--- src/rtl/core/pteu_pkg.sv ---
// Shared types and constants for the page table entry rights update block.
`default_nettype none

package pteu_pkg;

    // Entry field layout
    localparam logic [31:0] ACC_MASK   = 32'h0000_001C;
    localparam logic [31:0] CACHE_BIT  = 32'h0000_0080;
    localparam logic [31:0] LEAF_TYPE  = 32'h0000_0002;
    localparam int unsigned ACC_LSB    = 2;

    // Operation codes
    typedef enum logic [1:0] {
        FN_CREATE = 2'd0,
        FN_SET    = 2'd1,
        FN_ADD    = 2'd2,
        FN_REMOVE = 2'd3
    } t_func;

    // SRMMU access permission codes
    typedef enum logic [2:0] {
        ACC_RO     = 3'd0,
        ACC_RW     = 3'd1,
        ACC_RX     = 3'd2,
        ACC_RWX    = 3'd3,
        ACC_XO     = 3'd4,
        ACC_RO_RW  = 3'd5,
        ACC_NO_RX  = 3'd6,
        ACC_NO_RWX = 3'd7
    } t_acc;

    // Page table levels
    localparam logic [1:0] LVL_16M  = 2'd0;
    localparam logic [1:0] LVL_256K = 2'd1;

    typedef struct packed {
        logic [1:0]  func;
        logic [31:0] entry_in;
        logic [3:0]  rights;
        logic        normal_memory;
        logic [35:0] phys_addr;
        logic [1:0]  table_level;
    } t_req;

    typedef struct packed {
        logic [31:0] entry_out;
        logic        changed;
        logic        misaligned;
    } t_rsp;

endpackage

`default_nettype wire

--- src/rtl/core/pteu_req_if.sv ---
// Request channel interface: valid/ready handshake with a request payload.
`default_nettype none

interface pteu_req_if
    import pteu_pkg::*;
();
    logic valid;
    logic ready;
    t_req payload;

    modport source (output valid, output payload, input ready);
    modport sink   (input valid, input payload, output ready);
endinterface

`default_nettype wire

--- src/rtl/core/pteu_rsp_if.sv ---
// Response channel interface: valid/ready handshake with a result payload.
`default_nettype none

interface pteu_rsp_if
    import pteu_pkg::*;
();
    logic valid;
    logic ready;
    t_rsp payload;

    modport source (output valid, output payload, input ready);
    modport sink   (input valid, input payload, output ready);
endinterface

`default_nettype wire

--- src/rtl/core/pte_access_rights_update.sv ---
// Top level: SRMMU page table entry access rights update pipeline.
// Usage:
//   i_req (sink) takes one request per cycle: an operation code, the current
//   entry word, a rights mask, the cacheable request, a physical address and
//   a table level. o_rsp (source) returns the updated entry, the changed
//   flag and the misaligned flag, one response per request, in order.
//   Path: a taken request goes into the input register, then through the
//   update logic into the result register, which drives o_rsp.valid and
//   the response payload.
//   Throughput: one request per cycle, sustained, as long as the receiver
//   keeps o_rsp.ready high; both stages advance together.
//   Stall: when o_rsp.ready is low the result register holds its response,
//   the input stage keeps filling until it too holds a request, and only
//   then does i_req.ready drop. Up to two requests are held in flight.
//   Reset (i_rst_n low, synchronous): both stages empty, o_rsp.valid low,
//   i_req.ready high on the first cycle after reset.
//   No state carries over between requests; each response depends only on
//   its own request.
`default_nettype none

module pte_access_rights_update
    import pteu_pkg::*;
(
    input  wire         i_clk,
    input  wire         i_rst_n,
    pteu_req_if.sink    i_req,
    pteu_rsp_if.source  o_rsp
);

    // input stage
    logic r_in_vld;
    t_req r_in;
    // result stage
    logic r_out_vld;
    t_rsp r_out;
    t_rsp n_out;

    logic out_adv;  // result register may load
    logic in_adv;   // input register may load

    assign out_adv     = !r_out_vld || o_rsp.ready;
    assign in_adv      = !r_in_vld || out_adv;
    assign i_req.ready = in_adv;

    pteu_calc u_calc (
        .i_req (r_in),
        .o_rsp (n_out)
    );

    always_ff @(posedge i_clk) begin
        if (!i_rst_n) begin
            r_in_vld  <= 1'b0;
            r_out_vld <= 1'b0;
        end else begin
            if (in_adv) r_in_vld <= i_req.valid;
            if (out_adv) r_out_vld <= r_in_vld;
        end
    end

    // payload registers, no reset
    always_ff @(posedge i_clk) begin
        if (in_adv && i_req.valid) r_in <= i_req.payload;
        if (out_adv && r_in_vld) r_out <= n_out;
    end

    assign o_rsp.valid   = r_out_vld;
    assign o_rsp.payload = r_out;

endmodule

`default_nettype wire

--- src/rtl/core/pteu_calc.sv ---
// Combinational entry update: create, set, add rights and remove rights.
`default_nettype none

module pteu_calc
    import pteu_pkg::*;
(
    input  wire t_req i_req,
    output t_rsp      o_rsp
);

    typedef struct packed {
        logic       hit;
        logic [2:0] code;
    } t_upd;

    function automatic logic [2:0] f_rights_to_acc(input logic [3:0] r);
        logic [2:0] a;
        case (r)
            4'd0, 4'd1, 4'd4, 4'd5, 4'd8: a = ACC_NO_RX;
            4'd2, 4'd3, 4'd6, 4'd7:       a = ACC_NO_RWX;
            4'd9:                         a = ACC_XO;
            4'd10, 4'd14:                 a = ACC_RW;
            4'd11, 4'd15:                 a = ACC_RWX;
            4'd12:                        a = ACC_RO;
            4'd13:                        a = ACC_RX;
            default:                      a = ACC_NO_RX;
        endcase
        return a;
    endfunction

    function automatic t_upd f_upd(input t_acc c);
        t_upd u;
        u.hit  = 1'b1;
        u.code = c;
        return u;
    endfunction

    // r[3] user, r[2] read, r[1] write, r[0] execute
    function automatic t_upd f_grant(input logic [2:0] o, input logic [3:0] r);
        t_upd u;
        u = '0;
        case (o)
            ACC_RO: begin
                if (r == 4'b0110)         u = f_upd(ACC_RO_RW);
                else if (r[1] && r[0])    u = f_upd(ACC_RWX);
                else if (r[1])            u = f_upd(ACC_RW);
                else if (r[0])            u = f_upd(ACC_RX);
            end
            ACC_RW:  if (r[0]) u = f_upd(ACC_RWX);
            ACC_RX:  if (r[1]) u = f_upd(ACC_RWX);
            ACC_RWX: u = '0;
            ACC_XO: begin
                if (r[1])      u = f_upd(ACC_RWX);
                else if (r[2]) u = f_upd(ACC_RX);
            end
            ACC_RO_RW: begin
                if (r[0])              u = f_upd(ACC_RWX);
                else if (r[3] && r[1]) u = f_upd(ACC_RW);
            end
            ACC_NO_RX: begin
                if (r[3]) begin
                    if (r[1])      u = f_upd(ACC_RWX);
                    else if (r[0]) u = f_upd(ACC_RX);
                end else if (r[1]) begin
                    u = f_upd(ACC_NO_RWX);
                end
            end
            default: if (r[3] && (r[2:0] != 3'b000)) u = f_upd(ACC_RWX);
        endcase
        return u;
    endfunction

    function automatic t_upd f_revoke(input logic [2:0] o, input logic [3:0] r);
        t_upd u;
        u = '0;
        case (o)
            ACC_RX: begin
                if (r[2])      u = f_upd(ACC_XO);
                else if (r[0]) u = f_upd(ACC_RO);
            end
            ACC_RW:    if (r[1]) u = f_upd(ACC_RO);
            ACC_RWX: begin
                if (r[1]) begin
                    if (r[0])      u = f_upd(ACC_RO);
                    else if (r[2]) u = f_upd(ACC_XO);
                    else           u = f_upd(ACC_RX);
                end else if (r[0]) begin
                    u = f_upd(ACC_RW);
                end
            end
            ACC_RO_RW:  if (r[1]) u = f_upd(ACC_RO);
            ACC_NO_RWX: if (r[1]) u = f_upd(ACC_NO_RX);
            default:    u = '0;  // nothing left to remove
        endcase
        return u;
    endfunction

    logic [31:0] attr;
    logic [2:0]  cur_acc;
    t_upd        upd;
    logic        mis;

    assign attr = (32'(f_rights_to_acc(i_req.rights)) << ACC_LSB)
                | (i_req.normal_memory ? CACHE_BIT : 32'h0);
    assign cur_acc = i_req.entry_in[ACC_LSB +: 3];

    always_comb begin
        case (i_req.table_level)
            LVL_16M:  mis = (i_req.phys_addr[23:0] != 24'h0);
            LVL_256K: mis = (i_req.phys_addr[17:0] != 18'h0);
            default:  mis = (i_req.phys_addr[11:0] != 12'h0);
        endcase
    end

    always_comb begin
        upd   = '0;
        o_rsp = '0;
        case (i_req.func)
            FN_CREATE: begin
                o_rsp.entry_out  = LEAF_TYPE | attr | i_req.phys_addr[35:4];
                o_rsp.changed    = 1'b1;
                o_rsp.misaligned = mis;
            end
            FN_SET: begin
                o_rsp.entry_out = (i_req.entry_in & ~(ACC_MASK | CACHE_BIT)) | attr;
                o_rsp.changed   = 1'b1;
            end
            default: begin
                upd = (i_req.func == FN_ADD) ? f_grant(cur_acc, i_req.rights)
                                             : f_revoke(cur_acc, i_req.rights);
                o_rsp.entry_out = upd.hit
                    ? ((i_req.entry_in & ~ACC_MASK) | (32'(upd.code) << ACC_LSB))
                    : i_req.entry_in;
                o_rsp.changed   = upd.hit;
            end
        endcase
    end

endmodule

`default_nettype wire

--- src/flat_wrapper.sv ---
// flat-port wrapper written by rule: the top's interface ports become plain ports
module pte_access_rights_update_flat import pteu_pkg::*;
  (i_clk, i_rst_n, i_req_valid, i_req_payload, i_req_ready, o_rsp_valid, o_rsp_payload, o_rsp_ready);
  pteu_req_if i_req_i ();
  pteu_rsp_if o_rsp_i ();
  input  wire i_clk;
  input  wire i_rst_n;
  input wire logic [$bits(i_req_i.valid)-1:0] i_req_valid;
  input wire logic [$bits(i_req_i.payload)-1:0] i_req_payload;
  output wire logic [$bits(i_req_i.ready)-1:0] i_req_ready;
  output wire logic [$bits(o_rsp_i.valid)-1:0] o_rsp_valid;
  output wire logic [$bits(o_rsp_i.payload)-1:0] o_rsp_payload;
  input wire logic [$bits(o_rsp_i.ready)-1:0] o_rsp_ready;
  assign i_req_i.valid = i_req_valid;
  assign i_req_i.payload = i_req_payload;
  assign i_req_ready = i_req_i.ready;
  assign o_rsp_valid = o_rsp_i.valid;
  assign o_rsp_payload = o_rsp_i.payload;
  assign o_rsp_i.ready = o_rsp_ready;
  pte_access_rights_update u_core (.i_clk(i_clk), .i_rst_n(i_rst_n), .i_req(i_req_i), .o_rsp(o_rsp_i));
endmodule
--- config.mk ---
export PLATFORM = sky130hd
export DESIGN_NAME = pte_access_rights_update_flat
export DESIGN_NICKNAME = d
export VERILOG_FILES = /design/src/rtl/core/pteu_pkg.sv /design/src/rtl/core/pteu_req_if.sv /design/src/rtl/core/pteu_rsp_if.sv /design/src/rtl/core/pte_access_rights_update.sv /design/src/rtl/core/pteu_calc.sv /design/src/flat_wrapper.sv
export SDC_FILE = /design/constraint.sdc
export NUM_CORES = 1
export LEC_CHECK = 0
export ABC_CLOCK_PERIOD_IN_PS = 4780
export BUFFER_PORTS_ARGS = -buffer_cell sky130_fd_sc_hd__buf_2
export CELL_PAD_IN_SITES_DETAIL_PLACEMENT = 1
export CELL_PAD_IN_SITES_GLOBAL_PLACEMENT = 2
export CORE_MARGIN = 2
export CORE_UTILIZATION = 39
export DETAILED_ROUTE_END_ITERATION = 7
export GPL_TIMING_DRIVEN = 0
export HOLD_SLACK_MARGIN = 0.1
export PLACE_DENSITY = 0.83
export SYNTH_ARGS = -nofsm -noshare
export SYNTH_HDL_FRONTEND = slang
export SYNTH_SLANG_ARGS = --single-unit
--- constraint.sdc ---
create_clock -name i_clk -period 4.78 [get_ports i_clk]
set_input_delay 0.956 -clock i_clk [delete_from_list [all_inputs] [get_ports i_clk]]
set_output_delay 0.956 -clock i_clk [all_outputs]
set_load 0.02 [all_outputs]
==> results.md, run 1 <==
* Outcome: finished, final reports clean
* Detail Placement HPWL at ~6900 um
* Vias at between 2000 and 3000
* Crit path launch type: primary input
* RSZ-0062 raised after global routing: no
* Placed Cells at around 510
* Final worst-path setup slack at approximately 2100 ps
* Area leader, netlist: edfxtp_1
* Die height at 110 um
* Worst VDD drop at ~0.00032 V
* Die width at about 110 um
* CP max-delay cell: nor2b_1
* Worst-skew pair later-pin latency at ~410 ps
* Syn_nets at about 330
* Hold buffers post-CTS at 0
* Post-layout min period at approximately 2700 ps
* Clock Skew at 7.29 ps
* Tot Pwr at around 2600 uW
* Maxcap violations at 0
* CP Depth at 4
* Initial drt markers at 162
* First-pass GRT wire length at ~15000 um
* Setup_tns at 0 ps
* Critical R2R Capture: u_core.o_rsp.payload[33]
* Library cells used by synthesis at 44
* Vias in the first global route at around 2900
* Crit Path Max Fanout at 4
* Die ar. at between 10000 and 15000 um^2
* Cell area after synthesis at 4400 um^2
* Worst setup EP type: output pin
* Share of the synthesized area in the top cell type at between 70 and 80%
* CTS buffer count at 17
* # Post-CTS Setup Buffers at 0
* Family with the most delay on the worst path: simple AND/OR/NAND/NOR gates
* CTS tree: yes
* Largest net degree at the start of global routing at 80
* Synth area leaders: edfxtp_1 76%, mux2_2 6.9%, dfxtp_1 2.3%
* Final count of hold timing violations at 0
* Finished Layout Cells at 539
* Initial core utilization at about two fifths
* Clk sinks at between 100 and 150
* Worst-path clk slew at roughly 50 ps
* Total global-route track usage at between 10% and 20%
* Post-Place Setup Slack at 2120 ps
* Row count at 38
* Yosys reg bits at 116
* CTS resizes at 0
* Worst Path Required at ~3800 ps
* Pwr/cell area at about 450 nW/um^2
* Period utilization at 55.6%
* Hold WC Path Type: register to register
* N_diodes at 0
* Critical path buffer and inverter count at 2
* Most common cell in the netlist: edfxtp_1
* Fmax at 376 MHz
* Post-Syn Instances at 250
* Ordered cell list for the critical path: buf_2 > nor2b_1 > nand2_1 > buf_2
* FFs w/ async S/R, synth at 0%
* Wirelength, routed at between 9000 and 10000 um
* GRT Residual Overflow at 0
* Final setup vio count at 0
* Clock root buffer: clkbuf_16
* Final core occ at ~53%
* Number of I/O port buffers at between 100 and 150
* DRC viols at 0
* FF-to-FF path depth at 5
* Slew at the pin with the worst max-slew slack at between 900 and 1000 ps
* Drt pass-1 iters at 5
* H-tree levels at 4
* Slowest cell delay on critical path at between 300 and 400 ps
* Sequential fraction of the synthesis area at 78.0%
* Worst setup path category: primary input to output pin
* Worst-case clock buffer depth at 2
* Max-slew violation count at 0
* CP Capture Point: i_req_ready
* Number of synthesized flops with an enable pin at approximately 110
* Final ANT Viol Nets at 0
* IO Pins at about 120
* Initial antenna violation count at 0
* Worst Setup SP: o_rsp_ready
* Syn_area_per_cell at 17.6 um^2
* Core area at approximately 11000 um^2
* Reg2Reg Setup Slack at 2790 ps
* CP dominant cell by count: buf_2
* Post-synth top flop: edfxtp_1
* Share of cells above drive strength 1 at approximately 48%
* Vias/cell at about 5
* Ys Warns at 0
* WP data arrival at 1700 ps
* Leakage at between 0.002 and 0.0025 uW
* Nets@finish at around 470
* Routed wire per std cell at 18.4 um
* Area grow syn2layout at 30.7%
* Filler cells at ~1100
* Worst slew margin at between 30% and 40%
* Worst r2r src: u_core.r_in[76]
* Commonest cells in the synthesized netlist: 111 x edfxtp_1, 27 x mux2_2, 11 x o21ai_0
* RePlAce Congestion at between 0.7 and 0.8
-- layout make-up --
class                           instances  area (um^2)  share of cell area (%)
Sequential cell                       116         3430                    59.6
Multi-Input combinational cell        119          891                    15.5
Tap cell                              140          175                    3.04
Clock inverter                         14          138                    2.39
Inverter                                5         21.3                   0.369
Buffer                                 10         68.8                    1.20
Timing Repair Buffer                  117          601                    10.4
Clock buffer                           18          429                    7.45
-- cell families after synthesis --
| family | Yosys count | share of synthesized area [%] |
|---|---|---|
| buffers and inverters | 15 | 1.99 |
| flip-flops | 116 | 78.0 |
| XOR/XNOR | 1 | 0.199 |
| multiplexers | 27 | 6.90 |
| AO/OA/AOI/OAI | 39 | 5.82 |
| AND/OR/NAND/NOR | 52 | 7.13 |
-- layer usage --
layer | global-route usage [%] | routed length [um] | vias to the layer above
met3 | 7.17 | 642 | 13
met2 | 28.9 | 5150 | 79
met4 | 7.59 | 157 | 0
met5 | 0 | 0 | -
li1 | - | - | 1264
met1 | 20.1 | 3970 | 1330
-- layout by cell type, fill, tap and decap left out, types with 3 or more instances in the layout --
cell	count
inv_1	3
nor3_1	3
nor2b_1	7
a211oi_1	4
mux2_2	27
clkinv_2	5
a21oi_1	8
clkbuf_16	17
clkinvlp_4	3
nand2_1	6
nor2_1	7
nor4_1	6
buf_6	3
clkbuf_1	3
o21ai_0	11
buf_2	120
edfxtp_1	111
dfxtp_1	5
nand2b_1	4
-- how the worst min path moves through the flow --
stage,slack (ps),end,cells past startpoint,start
2_1_floorplan,480,u_core.o_rsp.valid,1,u_core.r_in_vld
3_5_place_dp,510,u_core.o_rsp.payload[3],1,u_core.r_in[44]
5_1_grt,530,u_core.o_rsp.payload[3],1,u_core.r_in[44]
6_report,520,u_core.o_rsp.payload[3],1,u_core.r_in[44]
3_3_place_gp,490,u_core.o_rsp.payload[3],1,u_core.r_in[44]
4_1_cts,520,u_core.o_rsp.payload[3],1,u_core.r_in[44]
-- through the flow --
step	instance area, um^2	hold slack [ps]
2_1_floorplan	4400	477
3_3_place_gp	5160	486
3_5_place_dp	5190	511
4_1_cts	5760	518
5_1_grt	5760	528
6_report	5760	517
-- registers in the layout (all words and copies together) (netlist names) --
name,cells
u_core.r_in,77
u_core.o_rsp.payload,34
u_core.u_calc.attr,3
u_core.o_rsp.valid,1
u_core.r_in_vld,1
-- report_power, final --
part           switching [uW]  total, uW  internal (uW)
registers                22.3       1210           1180
clock network             449       1210            761
logic                    96.2        171           75.3
total                     568       2590           2020
Power figures use the tool's default switching activity.
==> inputs of run 2 (changes only) <==
--- a/config.mk
+++ b/config.mk
@@ -5,16 +5,16 @@
 export SDC_FILE = /design/constraint.sdc
 export NUM_CORES = 1
 export LEC_CHECK = 0
-export ABC_CLOCK_PERIOD_IN_PS = 4780
+export ABC_CLOCK_PERIOD_IN_PS = 2200
 export BUFFER_PORTS_ARGS = -buffer_cell sky130_fd_sc_hd__buf_2
 export CELL_PAD_IN_SITES_DETAIL_PLACEMENT = 1
 export CELL_PAD_IN_SITES_GLOBAL_PLACEMENT = 2
 export CORE_MARGIN = 2
-export CORE_UTILIZATION = 39
+export CORE_UTILIZATION = 33
 export DETAILED_ROUTE_END_ITERATION = 7
 export GPL_TIMING_DRIVEN = 0
 export HOLD_SLACK_MARGIN = 0.1
-export PLACE_DENSITY = 0.83
+export PLACE_DENSITY = 0.75
 export SYNTH_ARGS = -nofsm -noshare
 export SYNTH_HDL_FRONTEND = slang
 export SYNTH_SLANG_ARGS = --single-unit
==> constraint.sdc (replaced) <==
create_clock -name i_clk -period 2.2 [get_ports i_clk]
set_input_delay 0.44 -clock i_clk [delete_from_list [all_inputs] [get_ports i_clk]]
set_output_delay 0.44 -clock i_clk [all_outputs]
set_load 0.02 [all_outputs]
==> run 2 against run 1 <==
Net effect:
- global-route usage down 2.5 points
- clock power is 120% higher
- design area is 1.8% higher
- non-clock buffer count is 2 higher
- register-to-register slack worse by 2600 ps
- core utilization decreased by 8.0 points
- sequential power rose by 120%
- largest power group unchanged
- highest routed layer unchanged
==> results.md, run 2 (same netlist as run 1, synthesis figures left out) <==
* Pwr/cell area at 958 nW/um^2
* CP Capture Point: u_core.o_rsp.payload[10]
* N_diodes at 0
* Worst setup EP type: register
* Clk sinks at 116
* Share of cells above drive strength 1 at roughly 50%
* Final ANT Viol Nets at 0
* Fmax at about 500 MHz
* Post-layout min period at between 1500 and 2000 ps
* Vias/cell at between 4 and 5
* Commonest non-fill, non-tap cell in the layout: buf_2
* GRT Residual Overflow at 0
* Clock Skew at between 10 and 15 ps
* GRT met2 Usage at about a quarter
* Crit Path Max Fanout at 10
* Leakage at 0.00218 uW
* Wirelength, routed at slightly above 10000 um
* Most frequent cells in the layout: 120 x buf_2, 111 x edfxtp_1, 27 x mux2_2, 17 x clkbuf_16, 10 x o21ai_0
* CTS tree: yes
* Max FFs per register at between 70 and 80
* Met1 usage at 17.6%
* Hold WC Path Type: primary input to register
* Reg area at 3430 um^2
* Vias in the first global route at roughly 2900
* Vias at 2663
* Worst VDD drop at 0.000568 V
* Maxcap violations at 0
* Min Hold Slack at approximately 200 ps
* Routed wire per std cell at about 18 um
* Filler cells at 1347
* H-tree levels at 4
* First-pass GRT wire length at 15700 um
* Outcome: finished, final reports clean
* Post-Place Setup Slack at about 140 ps
* Worst slew margin at between 60% and 70%
* Multi-input logic area at between 900 and 1000 um^2
* Worst setup path category: register to register
* Initial core utilization at ~34%
* Die ar. at 14300 um^2
* Worst-case clock buffer depth at 2
* Worst-path clk slew at 60 ps
* Initial drt markers at around 150
* CTS buffer count at 17
* Final setup vio count at 0
* WP data arrival at 2140 ps
* Period utilization at 90.2%
* RePlAce Congestion at between 0.7 and 0.8
* Hold buffers post-CTS at 0
* CTS resizes at 0
* Slew at the pin with the worst max-slew slack at approximately 540 ps
* Met3 global-route usage at a little under 5%
* IO Pins at 117
* Detail Placement HPWL at a little under 7000 um
* Worst-skew pair later-pin latency at between 400 and 500 ps
* Final core occ at between 40 and 50%
* Number of I/O port buffers at 116
* Die height at roughly 120 um
* Area grow syn2layout at 33.1%
* Most flops, register: u_core.r_in
* Gr busiest metal: met2
* RSZ-0062 raised after global routing: no
* Initial antenna violation count at 1
* Largest net degree at the start of global routing at 36
* Clock root buffer: clkbuf_16
* Crit path launch type: register
* Reg2Reg Setup Slack at approximately 220 ps
* Total global-route track usage at between 10% and 20%
* Nets@finish at around 470
* Setup_tns at 0 ps
* Row count at 42
* Core area at roughly 13000 um^2
* Die width at 120 um
* FF-to-FF path depth at 5
* Worst Setup SP: u_core.r_in[76]
* # Post-CTS Setup Buffers at 0
* Worst Path Required at approximately 2400 ps
* DRC viols at 0
* Max-slew violation count at 0
* Worst r2r src: u_core.r_in[76]
* Critical R2R Capture: u_core.o_rsp.payload[10]
* Final count of hold timing violations at 0
* Drt pass-1 iters at 4
* Final worst-path setup slack at 215 ps
[run 2: metrics by stage]
stage | power, uW | area (um^2) | std cells
finish | 5620 | 5860 | 576
global route | 5830 | 5860 | 576
CTS | 5700 | 5860 | 576
detailed placement | 3050 | 5300 | 545
global placement | 3030 | 5230 | 542
floorplan | 2870 | 4430 | 250
[run 2: critical path, stage by stage, from the launching register on]
cell	delay, ps
edfxtp_1	360
clkbuf_1	220
nor2_1	170
buf_2	290
buf_2	320
mux2_2	370
[run 2: final cells by class]
cell class              count  share of cell area, %
flip-flops and latches    116                   58.6
multi-input cells         119                   15.5
clock inverters            14                   2.39
inverters                   5                  0.384
well taps                 176                   3.76
clock buffers              17                   7.26
repair buffers            119                   10.9
plain buffers              10                   1.17
[run 2: worst min path at each step]
stage / from / to / slack, ps / cells past startpoint
6_report: i_req_payload[73] / u_core.r_in[73] / 200 / 1
3_3_place_gp: u_core.r_in[44] / u_core.o_rsp.payload[3] / 490 / 1
3_5_place_dp: u_core.r_in[44] / u_core.o_rsp.payload[3] / 500 / 1
5_1_grt: i_req_payload[35] / u_core.r_in[35] / 180 / 1
2_1_floorplan: u_core.r_in[44] / u_core.o_rsp.payload[3] / 480 / 1
4_1_cts: i_req_payload[35] / u_core.r_in[35] / 180 / 1
[run 2: metal layers]
layer,wire length [um],vias up
li1,-,1266
met1,4360,1313
met2,5090,73
met3,488,11
met4,168,0
met5,0,-
[run 2: where the power goes]
group          switching (uW)  total (uW)  internal (uW)
sequential               47.8        2620           2570
combinational             214         387            173
clock                     964        2610           1640
